[config.mk]
export PLATFORM = sky130hd
export DESIGN_NAME = packed_pattern_unpacker_flat
export DESIGN_NICKNAME = d
export VERILOG_FILES = /design/src/rtl/ppu_pkg.sv /design/src/rtl/ppu_channel_if.sv /design/src/rtl/packed_pattern_unpacker.sv /design/src/rtl/ppu_parser.sv /design/src/flat_wrapper.sv
export VERILOG_INCLUDE_DIRS = /design/src /design/src/rtl
export SDC_FILE = /design/constraint.sdc
export NUM_CORES = 1
export LEC_CHECK = 0
export BUFFER_PORTS_ARGS = -buffer_cell sky130_fd_sc_hd__buf_2
export CAP_MARGIN = 20
export CORE_MARGIN = 8
export CORE_UTILIZATION = 45
export DETAILED_ROUTE_END_ITERATION = 8
export GPL_TIMING_DRIVEN = 0
export PLACE_DENSITY = 0.63
export SLEW_MARGIN = 40
export SYNTH_ARGS = -nofsm -noshare
export SYNTH_HDL_FRONTEND = slang
export SYNTH_SLANG_ARGS = --single-unit
[constraint.sdc]
create_clock -name clock -period 10.83 [get_ports clock]
set_input_delay 0.5415 -clock clock [delete_from_list [all_inputs] [get_ports clock]]
set_output_delay 0.5415 -clock clock [all_outputs]
set_load 0.1 [all_outputs]
[src/rtl/assert_macros.svh]
// Assertion helpers shared by the RTL files.
// Each macro takes a label, the clock, the reset, the condition(s) and a message.
`ifndef ASSERT_MACROS_SVH
`define ASSERT_MACROS_SVH
`ifndef ASSERT_OFF
`define ASSERT_IMPLIES(label, clk, rst, ante, cons, msg) \
   label: assert property (@(posedge clk) disable iff (rst) (ante) |-> (cons)) else $error(msg);
`define ASSERT_NEXT(label, clk, rst, ante, cons, msg) \
   label: assert property (@(posedge clk) disable iff (rst) (ante) |=> (cons)) else $error(msg);
`else
`define ASSERT_IMPLIES(label, clk, rst, ante, cons, msg)
`define ASSERT_NEXT(label, clk, rst, ante, cons, msg)
`endif
`endif

[src/rtl/ppu_pkg.sv]
`default_nettype none

package ppu_pkg;

   // Limits and field widths of the pattern chunk format.
   localparam int MAX_PATTERN_COUNT = 256;
   localparam int BYTE_W            = 8;
   localparam int ROW_W             = 16;
   localparam int SIZE_W            = 32;
   localparam int HEADER_W          = 40;
   localparam int PATTERN_W         = 9;
   localparam int FIELD_COUNT       = 6;
   localparam int CSR_INDEX_W       = 1;
   localparam int CSR_DATA_W        = 9;

   localparam logic [BYTE_W-1:0]    CHANNEL_COUNT_RESET = 8'd4;
   localparam logic [PATTERN_W-1:0] PATTERN_COUNT_RESET = 9'd0;

   // Register indexes of the configuration port.
   typedef enum logic [CSR_INDEX_W-1:0] {
      CSR_CHANNEL_COUNT = 1'b0,
      CSR_PATTERN_COUNT = 1'b1
   } csr_index_type;

   // Result status codes.
   typedef enum logic [1:0] {
      ST_CELL  = 2'd0,
      ST_TRUNC = 2'd1,
      ST_BADCH = 2'd2,
      ST_NONE  = 2'd3
   } status_type;

   typedef struct packed {
      logic [BYTE_W-1:0]    channel_count;
      logic [PATTERN_W-1:0] pattern_count;
   } cfg_type;

   typedef struct packed {
      logic [7:0]             pattern_index;
      logic [ROW_W-1:0]       row_index;
      logic [BYTE_W-1:0]      channel_index;
      logic [BYTE_W-1:0]      note_value;
      logic [BYTE_W-1:0]      instrument_value;
      logic [BYTE_W-1:0]      effect_one;
      logic [BYTE_W-1:0]      param_one;
      logic [BYTE_W-1:0]      effect_two;
      logic [BYTE_W-1:0]      param_two;
      logic [FIELD_COUNT-1:0] present_mask;
      status_type             status;
      logic                   pattern_end;
   } result_type;

endpackage

`default_nettype wire

[src/rtl/ppu_channel_if.sv]
`default_nettype none

// Input channel: one chunk byte per word.
interface ppu_req_if;
   import ppu_pkg::*;
   logic              valid;
   logic              ready;
   logic [BYTE_W-1:0] data_byte;
   logic              chunk_start;

   modport source (output valid, data_byte, chunk_start, input ready);
   modport sink   (input valid, data_byte, chunk_start, output ready);
endinterface

// Result channel: one decoded cell or pattern event per word.
interface ppu_rsp_if;
   import ppu_pkg::*;
   logic                   valid;
   logic                   ready;
   logic [7:0]             pattern_index;
   logic [ROW_W-1:0]       row_index;
   logic [BYTE_W-1:0]      channel_index;
   logic [BYTE_W-1:0]      note_value;
   logic [BYTE_W-1:0]      instrument_value;
   logic [BYTE_W-1:0]      effect_one;
   logic [BYTE_W-1:0]      param_one;
   logic [BYTE_W-1:0]      effect_two;
   logic [BYTE_W-1:0]      param_two;
   logic [FIELD_COUNT-1:0] present_mask;
   logic [1:0]             status;
   logic                   pattern_end;

   modport source (output valid, pattern_index, row_index, channel_index, note_value,
                   instrument_value, effect_one, param_one, effect_two, param_two,
                   present_mask, status, pattern_end, input ready);
   modport sink   (input valid, pattern_index, row_index, channel_index, note_value,
                   instrument_value, effect_one, param_one, effect_two, param_two,
                   present_mask, status, pattern_end, output ready);
endinterface

`default_nettype wire

[src/rtl/packed_pattern_unpacker.sv]
// A result word is registered and appears in the cycle after the byte that causes it is accepted.
// Throughput: one byte per cycle; the single output register lets a new byte in
// whenever it is empty or its word is taken in the same cycle.
// Reset (synchronous, active high) clears the parser and the output register and
// loads channel_count = 4 and pattern_count = 0.
`default_nettype none

`include "assert_macros.svh"

module packed_pattern_unpacker (
   input  wire logic                             clock,
   input  wire logic                             reset,
   ppu_req_if.sink                               req_chan,
   ppu_rsp_if.source                             rsp_chan,
   input  wire logic                             csr_write_en,
   input  wire logic [ppu_pkg::CSR_INDEX_W-1:0]  csr_index,
   input  wire logic [ppu_pkg::CSR_DATA_W-1:0]   csr_write_data
);
   import ppu_pkg::*;

   cfg_type    cfg_ff;
   logic       req_ready;
   logic       req_accept;
   logic       parse_valid;
   result_type parse_result;
   logic       parse_error;
   logic       rsp_valid_ff;
   result_type rsp_data_ff;

   // Configuration registers.
   always_ff @(posedge clock) begin
      if (reset) begin
         cfg_ff.channel_count <= CHANNEL_COUNT_RESET;
         cfg_ff.pattern_count <= PATTERN_COUNT_RESET;
      end else if (csr_write_en) begin
         case (csr_index_type'(csr_index))
            CSR_CHANNEL_COUNT: cfg_ff.channel_count <= csr_write_data[BYTE_W-1:0];
            CSR_PATTERN_COUNT: cfg_ff.pattern_count <= csr_write_data[PATTERN_W-1:0];
            default: begin
            end
         endcase
      end
   end

   // A byte is taken when the output register is free or being drained.
   assign req_ready      = !rsp_valid_ff || rsp_chan.ready;
   assign req_accept     = req_chan.valid && req_ready;
   assign req_chan.ready = req_ready;

   ppu_parser u_parser (
      .clock         (clock),
      .reset         (reset),
      .accept        (req_accept),
      .data_byte     (req_chan.data_byte),
      .chunk_start   (req_chan.chunk_start),
      .cfg           (cfg_ff),
      .result_valid  (parse_valid),
      .result        (parse_result),
      .error_latched (parse_error)
   );

   // Output register holding one result word.
   always_ff @(posedge clock) begin
      if (reset) begin
         rsp_valid_ff <= 1'b0;
      end else if (req_accept) begin
         rsp_valid_ff <= parse_valid;
      end else if (rsp_chan.ready) begin
         rsp_valid_ff <= 1'b0;
      end
   end

   always_ff @(posedge clock) begin
      if (req_accept && parse_valid) begin
         rsp_data_ff <= parse_result;
      end
   end

   assign rsp_chan.valid            = rsp_valid_ff;
   assign rsp_chan.pattern_index    = rsp_data_ff.pattern_index;
   assign rsp_chan.row_index        = rsp_data_ff.row_index;
   assign rsp_chan.channel_index    = rsp_data_ff.channel_index;
   assign rsp_chan.note_value       = rsp_data_ff.note_value;
   assign rsp_chan.instrument_value = rsp_data_ff.instrument_value;
   assign rsp_chan.effect_one       = rsp_data_ff.effect_one;
   assign rsp_chan.param_one        = rsp_data_ff.param_one;
   assign rsp_chan.effect_two       = rsp_data_ff.effect_two;
   assign rsp_chan.param_two        = rsp_data_ff.param_two;
   assign rsp_chan.present_mask     = rsp_data_ff.present_mask;
   assign rsp_chan.status           = rsp_data_ff.status;
   assign rsp_chan.pattern_end      = rsp_data_ff.pattern_end;

   // A bad channel word must leave the parser locked up.
   `ASSERT_NEXT(a_badch_locks, clock, reset,
      req_accept && parse_valid && parse_result.status == ST_BADCH, parse_error,
      "bad channel did not latch the error")
   // The parser stays silent while it is locked, unless a chunk restarts it.
   `ASSERT_IMPLIES(a_locked_silent, clock, reset,
      parse_error && !req_chan.chunk_start, !parse_valid,
      "locked parser produced a result")
   // A word that is not drained is never overwritten.
   `ASSERT_IMPLIES(a_no_overrun, clock, reset,
      rsp_valid_ff && !rsp_chan.ready, !req_accept,
      "byte accepted while output register was full")

endmodule

`default_nettype wire

[src/rtl/ppu_parser.sv]
`default_nettype none

module ppu_parser (
   input  wire logic                          clock,
   input  wire logic                          reset,
   input  wire logic                          accept,
   input  wire logic [ppu_pkg::BYTE_W-1:0]    data_byte,
   input  wire logic                          chunk_start,
   input  wire ppu_pkg::cfg_type              cfg,
   output      logic                          result_valid,
   output      ppu_pkg::result_type           result,
   output      logic                          error_latched
);
   import ppu_pkg::*;

   typedef enum logic [3:0] {
      PH_HDR0     = 4'd0,
      PH_HDR1     = 4'd1,
      PH_HDR2     = 4'd2,
      PH_HDR3     = 4'd3,
      PH_HDR4     = 4'd4,
      PH_HDR_LAST = 4'd5,
      PH_CHAN     = 4'd6,
      PH_FLAGS    = 4'd7,
      PH_FIELD    = 4'd8,
      PH_SKIP     = 4'd9
   } phase_type;

   phase_type              phase_ff, phase_in;
   logic [HEADER_W-1:0]    header_ff, header_in;
   logic [ROW_W-1:0]       rows_ff, rows_in;
   logic [SIZE_W-1:0]      left_ff, left_in;
   logic [ROW_W-1:0]       row_ff, row_in;
   logic [PATTERN_W-1:0]   pattern_ff, pattern_in;
   logic [BYTE_W-1:0]      chan_ff, chan_in;
   logic [FIELD_COUNT-1:0] flags_ff, flags_in;
   logic [FIELD_COUNT-1:0] pend_ff, pend_in;
   logic [BYTE_W-1:0]      fields_ff [FIELD_COUNT];
   logic [BYTE_W-1:0]      fields_in [FIELD_COUNT];
   logic                   err_ff, err_in;

   logic [PATTERN_W-1:0]   pattern_cur;
   logic                   limit_hit;
   logic [FIELD_COUNT-1:0] pend_low;
   logic                   done_cell;
   logic                   bad_channel;
   logic                   emit;
   logic                   emit_cell;
   logic                   emit_end;
   status_type             emit_status;

   // Next-state logic: one byte moves the parser one step.
   always_comb begin
      phase_in    = phase_ff;
      header_in   = header_ff;
      rows_in     = rows_ff;
      left_in     = left_ff;
      row_in      = row_ff;
      pattern_in  = pattern_ff;
      chan_in     = chan_ff;
      flags_in    = flags_ff;
      pend_in     = pend_ff;
      fields_in   = fields_ff;
      err_in      = err_ff;
      done_cell   = 1'b0;
      bad_channel = 1'b0;
      emit        = 1'b0;
      emit_cell   = 1'b0;
      emit_end    = 1'b0;
      emit_status = ST_NONE;

      // A chunk start restarts the parser before the byte is taken.
      if (chunk_start) begin
         phase_in   = PH_HDR0;
         header_in  = '0;
         rows_in    = '0;
         left_in    = '0;
         row_in     = '0;
         pattern_in = '0;
         chan_in    = '0;
         flags_in   = '0;
         pend_in    = '0;
         err_in     = 1'b0;
         for (int k = 0; k < FIELD_COUNT; k++) begin
            fields_in[k] = '0;
         end
      end
      pattern_cur = pattern_in;
      limit_hit   = (pattern_in >= cfg.pattern_count) ||
                    (32'(pattern_in) >= MAX_PATTERN_COUNT);
      pend_low    = pend_in & (~pend_in + 6'd1);

      if (!err_in) begin
         if (phase_in <= PH_HDR_LAST) begin
            // Header bytes: row count, then packed size, big-endian.
            if (phase_in == PH_HDR0 && limit_hit) begin
               phase_in = PH_HDR0;
            end else if (phase_in != PH_HDR_LAST) begin
               header_in = {header_in[HEADER_W-BYTE_W-1:0], data_byte};
               phase_in  = phase_type'(phase_in + 4'd1);
            end else begin
               rows_in  = header_in[HEADER_W-1:HEADER_W-ROW_W];
               left_in  = {header_in[SIZE_W-BYTE_W-1:0], data_byte};
               row_in   = '0;
               chan_in  = '0;
               flags_in = '0;
               pend_in  = '0;
               for (int k = 0; k < FIELD_COUNT; k++) begin
                  fields_in[k] = '0;
               end
               if (left_in == '0) begin
                  emit        = 1'b1;
                  emit_end    = 1'b1;
                  emit_status = ST_NONE;
                  pattern_in  = pattern_in + 9'd1;
                  phase_in    = PH_HDR0;
               end else begin
                  phase_in = (rows_in == '0) ? PH_SKIP : PH_CHAN;
               end
            end
         end else begin
            // Packed data byte.
            left_in = left_in - 32'd1;
            if (phase_in == PH_CHAN &&
                (cfg.channel_count == '0 || row_in >= rows_in)) begin
               phase_in = PH_SKIP;
            end
            case (phase_in)
               PH_CHAN: begin
                  if (data_byte == '0) begin
                     row_in = row_in + 16'd1;
                     if (row_in >= rows_in) begin
                        phase_in = PH_SKIP;
                     end
                  end else begin
                     chan_in  = data_byte - 8'd1;
                     flags_in = '0;
                     pend_in  = '0;
                     for (int k = 0; k < FIELD_COUNT; k++) begin
                        fields_in[k] = '0;
                     end
                     if (chan_in >= cfg.channel_count) begin
                        bad_channel = 1'b1;
                        err_in      = 1'b1;
                        emit        = 1'b1;
                        emit_cell   = 1'b1;
                        emit_status = ST_BADCH;
                     end else begin
                        phase_in = PH_FLAGS;
                     end
                  end
               end
               PH_FLAGS: begin
                  flags_in = data_byte[FIELD_COUNT-1:0];
                  pend_in  = flags_in;
                  if (pend_in == '0) begin
                     done_cell = 1'b1;
                  end else begin
                     phase_in = PH_FIELD;
                  end
               end
               PH_FIELD: begin
                  // The lowest waiting flag bit takes this byte.
                  for (int k = 0; k < FIELD_COUNT; k++) begin
                     if (pend_low[k]) begin
                        fields_in[k] = data_byte;
                     end
                  end
                  pend_in = pend_in & ~pend_low;
                  if (pend_in == '0) begin
                     done_cell = 1'b1;
                  end
               end
               default: begin
                  phase_in = PH_SKIP;
               end
            endcase

            // Cell completion and end of the packed data.
            if (!bad_channel) begin
               if (done_cell) begin
                  phase_in    = PH_CHAN;
                  emit        = 1'b1;
                  emit_cell   = 1'b1;
                  emit_status = ST_CELL;
                  emit_end    = (left_in == '0);
               end else if (left_in == '0) begin
                  emit      = 1'b1;
                  emit_end  = 1'b1;
                  emit_cell = (phase_in == PH_FLAGS) || (phase_in == PH_FIELD);
                  emit_status = emit_cell ? ST_TRUNC : ST_NONE;
               end
               if (left_in == '0) begin
                  pattern_in = pattern_in + 9'd1;
                  phase_in   = PH_HDR0;
               end
            end
         end
      end
   end

   // Result word assembled from the updated cell state.
   always_comb begin
      result_valid            = emit;
      result.pattern_index    = pattern_cur[7:0];
      result.row_index        = row_in;
      result.channel_index    = emit_cell ? chan_in : '0;
      result.note_value       = emit_cell ? fields_in[0] : '0;
      result.instrument_value = emit_cell ? fields_in[1] : '0;
      result.effect_one       = emit_cell ? fields_in[2] : '0;
      result.param_one        = emit_cell ? fields_in[3] : '0;
      result.effect_two       = emit_cell ? fields_in[4] : '0;
      result.param_two        = emit_cell ? fields_in[5] : '0;
      result.present_mask     = emit_cell ? flags_in : '0;
      result.status           = emit_status;
      result.pattern_end      = emit_end;
   end

   assign error_latched = err_ff;

   // Parser state advances once per accepted byte.
   always_ff @(posedge clock) begin
      if (reset) begin
         phase_ff   <= PH_HDR0;
         header_ff  <= '0;
         rows_ff    <= '0;
         left_ff    <= '0;
         row_ff     <= '0;
         pattern_ff <= '0;
         chan_ff    <= '0;
         flags_ff   <= '0;
         pend_ff    <= '0;
         err_ff     <= 1'b0;
         for (int k = 0; k < FIELD_COUNT; k++) begin
            fields_ff[k] <= '0;
         end
      end else if (accept) begin
         phase_ff   <= phase_in;
         header_ff  <= header_in;
         rows_ff    <= rows_in;
         left_ff    <= left_in;
         row_ff     <= row_in;
         pattern_ff <= pattern_in;
         chan_ff    <= chan_in;
         flags_ff   <= flags_in;
         pend_ff    <= pend_in;
         err_ff     <= err_in;
         fields_ff  <= fields_in;
      end
   end

endmodule

`default_nettype wire
[src/flat_wrapper.sv]
// flat-port wrapper written by rule: the top's interface ports become plain ports
module packed_pattern_unpacker_flat import ppu_pkg::*;
  (clock, reset, csr_write_en, csr_index, csr_write_data, req_chan_valid, req_chan_data_byte, req_chan_chunk_start, req_chan_ready, rsp_chan_valid, rsp_chan_pattern_index, rsp_chan_row_index, rsp_chan_channel_index, rsp_chan_note_value, rsp_chan_instrument_value, rsp_chan_effect_one, rsp_chan_param_one, rsp_chan_effect_two, rsp_chan_param_two, rsp_chan_present_mask, rsp_chan_status, rsp_chan_pattern_end, rsp_chan_ready);
  ppu_req_if req_chan_i ();
  ppu_rsp_if rsp_chan_i ();
  input  wire logic clock;
  input  wire logic reset;
  input  wire logic csr_write_en;
  input  wire logic [ppu_pkg::CSR_INDEX_W-1:0] csr_index;
  input  wire logic [ppu_pkg::CSR_DATA_W-1:0] csr_write_data;
  input wire logic [$bits(req_chan_i.valid)-1:0] req_chan_valid;
  input wire logic [$bits(req_chan_i.data_byte)-1:0] req_chan_data_byte;
  input wire logic [$bits(req_chan_i.chunk_start)-1:0] req_chan_chunk_start;
  output wire logic [$bits(req_chan_i.ready)-1:0] req_chan_ready;
  output wire logic [$bits(rsp_chan_i.valid)-1:0] rsp_chan_valid;
  output wire logic [$bits(rsp_chan_i.pattern_index)-1:0] rsp_chan_pattern_index;
  output wire logic [$bits(rsp_chan_i.row_index)-1:0] rsp_chan_row_index;
  output wire logic [$bits(rsp_chan_i.channel_index)-1:0] rsp_chan_channel_index;
  output wire logic [$bits(rsp_chan_i.note_value)-1:0] rsp_chan_note_value;
  output wire logic [$bits(rsp_chan_i.instrument_value)-1:0] rsp_chan_instrument_value;
  output wire logic [$bits(rsp_chan_i.effect_one)-1:0] rsp_chan_effect_one;
  output wire logic [$bits(rsp_chan_i.param_one)-1:0] rsp_chan_param_one;
  output wire logic [$bits(rsp_chan_i.effect_two)-1:0] rsp_chan_effect_two;
  output wire logic [$bits(rsp_chan_i.param_two)-1:0] rsp_chan_param_two;
  output wire logic [$bits(rsp_chan_i.present_mask)-1:0] rsp_chan_present_mask;
  output wire logic [$bits(rsp_chan_i.status)-1:0] rsp_chan_status;
  output wire logic [$bits(rsp_chan_i.pattern_end)-1:0] rsp_chan_pattern_end;
  input wire logic [$bits(rsp_chan_i.ready)-1:0] rsp_chan_ready;
  assign req_chan_i.valid = req_chan_valid;
  assign req_chan_i.data_byte = req_chan_data_byte;
  assign req_chan_i.chunk_start = req_chan_chunk_start;
  assign req_chan_ready = req_chan_i.ready;
  assign rsp_chan_valid = rsp_chan_i.valid;
  assign rsp_chan_pattern_index = rsp_chan_i.pattern_index;
  assign rsp_chan_row_index = rsp_chan_i.row_index;
  assign rsp_chan_channel_index = rsp_chan_i.channel_index;
  assign rsp_chan_note_value = rsp_chan_i.note_value;
  assign rsp_chan_instrument_value = rsp_chan_i.instrument_value;
  assign rsp_chan_effect_one = rsp_chan_i.effect_one;
  assign rsp_chan_param_one = rsp_chan_i.param_one;
  assign rsp_chan_effect_two = rsp_chan_i.effect_two;
  assign rsp_chan_param_two = rsp_chan_i.param_two;
  assign rsp_chan_present_mask = rsp_chan_i.present_mask;
  assign rsp_chan_status = rsp_chan_i.status;
  assign rsp_chan_pattern_end = rsp_chan_i.pattern_end;
  assign rsp_chan_i.ready = rsp_chan_ready;
  packed_pattern_unpacker u_core (.clock(clock), .reset(reset), .req_chan(req_chan_i), .rsp_chan(rsp_chan_i), .csr_write_en(csr_write_en), .csr_index(csr_index), .csr_write_data(csr_write_data));
endmodule
==> run summary <==
Status - complete, no violations
Overflow after GRT - 0
Port bufs - 109
Final ANT Viol Nets - 0
# nets final - 2,100
Final Hold Violating Endpoints - 0
Starting Density - 45.1%
Initial antenna violation count - 3
Reg clk slew, reported paths - 0.06 ns
First-pass GRT wire length - 99.6 mm
Post-CTS sizing - 0
Clk buf depth - 3
Clk_lat worst skew - 0.58 ns
Via density - 6.57
Req. time, crit path - 11.11 ns
Share of layout cells above drive strength 1 - 11.6%
Post-synth cell types - 78
RSZ-0062 raised after global routing - no
Fin crit period - 10.04 ns
Synth async-reset ratio - 0%
CTS tree - yes
Syn_nets - 1,951
CP startpoint - req_chan_chunk_start
Post-CTS Repair Setup Buffers - 0
CTS H-tree depth - 1
Total of max-cap violations - 0
Family with the most delay on the worst path - buffers and inverters
Max FO, Critical Path - 20
Post-route DRC violation count - 0
Number of synthesized flops with an enable pin - 89
Origin of the critical flop-to-flop path - u_core.u_parser.row_ff[0]
Critical path's largest stage delay - 0.73 ns
Layout Skew - 0.0134 ns
Die ar. - 41,600 um2
Worst R2R Setup Slack - 4.41 ns
Sequential-to-total area share from yosys stat - 42.5%
Vias in the first global route - 15,300
Synthesis Warnings - 0
Worst r2r path cells - 21
Final Slew Violations - 0
Drt initial violations - 2,019
Top cell type by total area after synthesis - dfxtp_1
Critical path type - in2reg
Relative slew slack - 35.9%
Crit path to - u_core.rsp_chan.row_index[10]
CP Depth - 26
Final setup fails - 0
Number of placed cells counting well taps - 2,447
Slowest-stage cell, CP - clkbuf_1
Leakage - 0.00623 uW
Vias - 16,500
Root Driver - clkbuf_16
Layout area overhead - 14.7%
Cell Count, Final, Fillers Out - 2,505
Worst EP arrival - 10.32 ns
Post-DR wirelength/cell - 27.2 um
Cell area after synthesis - 15,900 um2
Highest clock rate - 99.6 MHz
Final WS setup - 0.785 ns
Post-Route WL - 68.2 mm
Peak supply drop - 145 uV
Pre-antenna DRT Iters - 6
DP Wirelength - 49.6 mm
Yosys top cell area share - 25.7%
Final period utilization - 92.8%
Syn_area_per_cell - 8.50 um2
PwrDens - 143 nW/um2
CTS Buf Count - 31
Hold WS - 0.210 ns
Most frequent CP cell - buf_8
Final Util - 51.8%
Core footprint - 35,200 um2
CP Capture Type - register
Ports - 115
CP bufs+invs - 15
Setup TNS - 0 ns
Final GP Congestion - 1.03
FP Rows - 69
Dpl ws - 0.565 ns
Die Y - 204 um
Worst min path class - in2reg
Die X-Extent - 204 um
CTS sink count - 293
Hold Buf Count CTS - 0
Largest net degree at the start of global routing - 21
Synth Flop Type - dfxtp_1
Synthesized flop and latch total - 293
Reg-to-reg endpoint - u_core.rsp_chan.note_value[7]
Tot GR Track Use - 31.5%
Slew of the pin with the lowest slew margin - 0.962 ns
Main area contributors after synthesis - dfxtp_1, edfxtp_1, a22oi_1, nor2_1, ha_1
# diodes - 0
Startpoint Class - input pin
Syn Inst Count - 1,870
[state kept, by name, summed over array words and instances (netlist names), 9 cells and up]
name                        cells
u_core.u_parser.rows_ff        16
u_core.u_parser.row_ff         16
u_core.u_parser.fields_ff      48
u_core.cfg_ff                  17
u_core.u_parser.header_ff      40
u_core.u_parser.pattern_ff      9
u_core.rsp_chan.row_index      16
u_core.u_parser.left_ff        32
[report_power, final]
part	leakage (uW)	total (uW)	internal, uW	switching (uW)
Clock	0.000484	1070	599	475
Sequential	0.00243	1160	1140	19.4
Combinational	0.00332	373	100	273
[kinds of logic after synthesis]
family	count (synthesis)	synth area share (%)
flip-flops	293	42.5
AO/OA/AOI/OAI	553	23.8
XOR/XNOR	29	1.60
adder cells (fa/ha/maj)	57	4.49
AND/OR/NAND/NOR	749	22.7
multiplexers	9	0.567
buffers and inverters	180	4.34
[cells in the final DEF (no fill, tap or decap), types with 34 or more instances in the layout]
| master | synthesis | final |
|---|---|---|
| a21oi_1 | 119 | 116 |
| a22oi_1 | 139 | 139 |
| buf_2 | 6 | 118 |
| clkbuf_1 | 120 | 101 |
| dfxtp_1 | 204 | 204 |
| edfxtp_1 | 89 | 89 |
| ha_1 | 57 | 57 |
| inv_1 | 44 | 44 |
| nand2_1 | 158 | 158 |
| nand3_1 | 48 | 48 |
| nor2_1 | 241 | 240 |
| nor2b_1 | 34 | 34 |
| nor3_1 | 96 | 91 |
| o21ai_0 | 76 | 76 |
[synthesized netlist by cell type (12+ instances only)]
cell	count
nor3_1	96
a31oi_1	22
o21ai_0	76
nand2_1	158
and3_1	12
nor2_1	241
ha_1	57
a21oi_1	119
nor4_1	36
a32oi_1	20
xnor2_1	17
dfxtp_1	204
nor2b_1	34
a211oi_1	19
a22o_1	12
or2_2	12
a21o_1	17
edfxtp_1	89
xor2_1	12
clkbuf_1	120
nand2b_1	21
nand4_1	19
o211ai_1	15
a22oi_1	139
inv_1	44
or3_1	17
nand3_1	48
[worst min-delay path by stage]
stage,startpoint,to,cells after the start
after detailed placement,u_core.cfg_ff[2],u_core.cfg_ff[2],2
after floorplan,u_core.cfg_ff[1],u_core.cfg_ff[1],2
after global placement,u_core.cfg_ff[1],u_core.cfg_ff[1],2
after global routing,csr_write_data[2],u_core.cfg_ff[11],2
final,csr_write_data[2],u_core.cfg_ff[11],2
after CTS,csr_write_data[2],u_core.cfg_ff[11],2
[metal layers]
layer,GRT usage (%),up-vias,wire length (um)
met4,19.8,0,4740
met3,5.29,230,6840
met5,0,-,0
met2,48.2,985,29400
li1,-,7291,-
met1,41.0,7954,27200
[stage by stage]
stage               area [um2]  power, uW
floorplan                15900       1400
global placement         17000       1530
detailed placement       17200       1540
CTS                      18200       2600
global route             18200       2670
finish                   18200       2610
[cell type report]
cell class / instances / area (um2)
clock inverters: 22 / 201
repair buffers: 116 / 637
inverters: 46 / 173
fillers: 3355 / 17000
plain buffers: 134 / 551
multi-input cells: 1397 / 8550
well taps: 461 / 577
flip-flops and latches: 293 / 6760
clock buffers: 36 / 795
(Power assumes the default switching activity.)
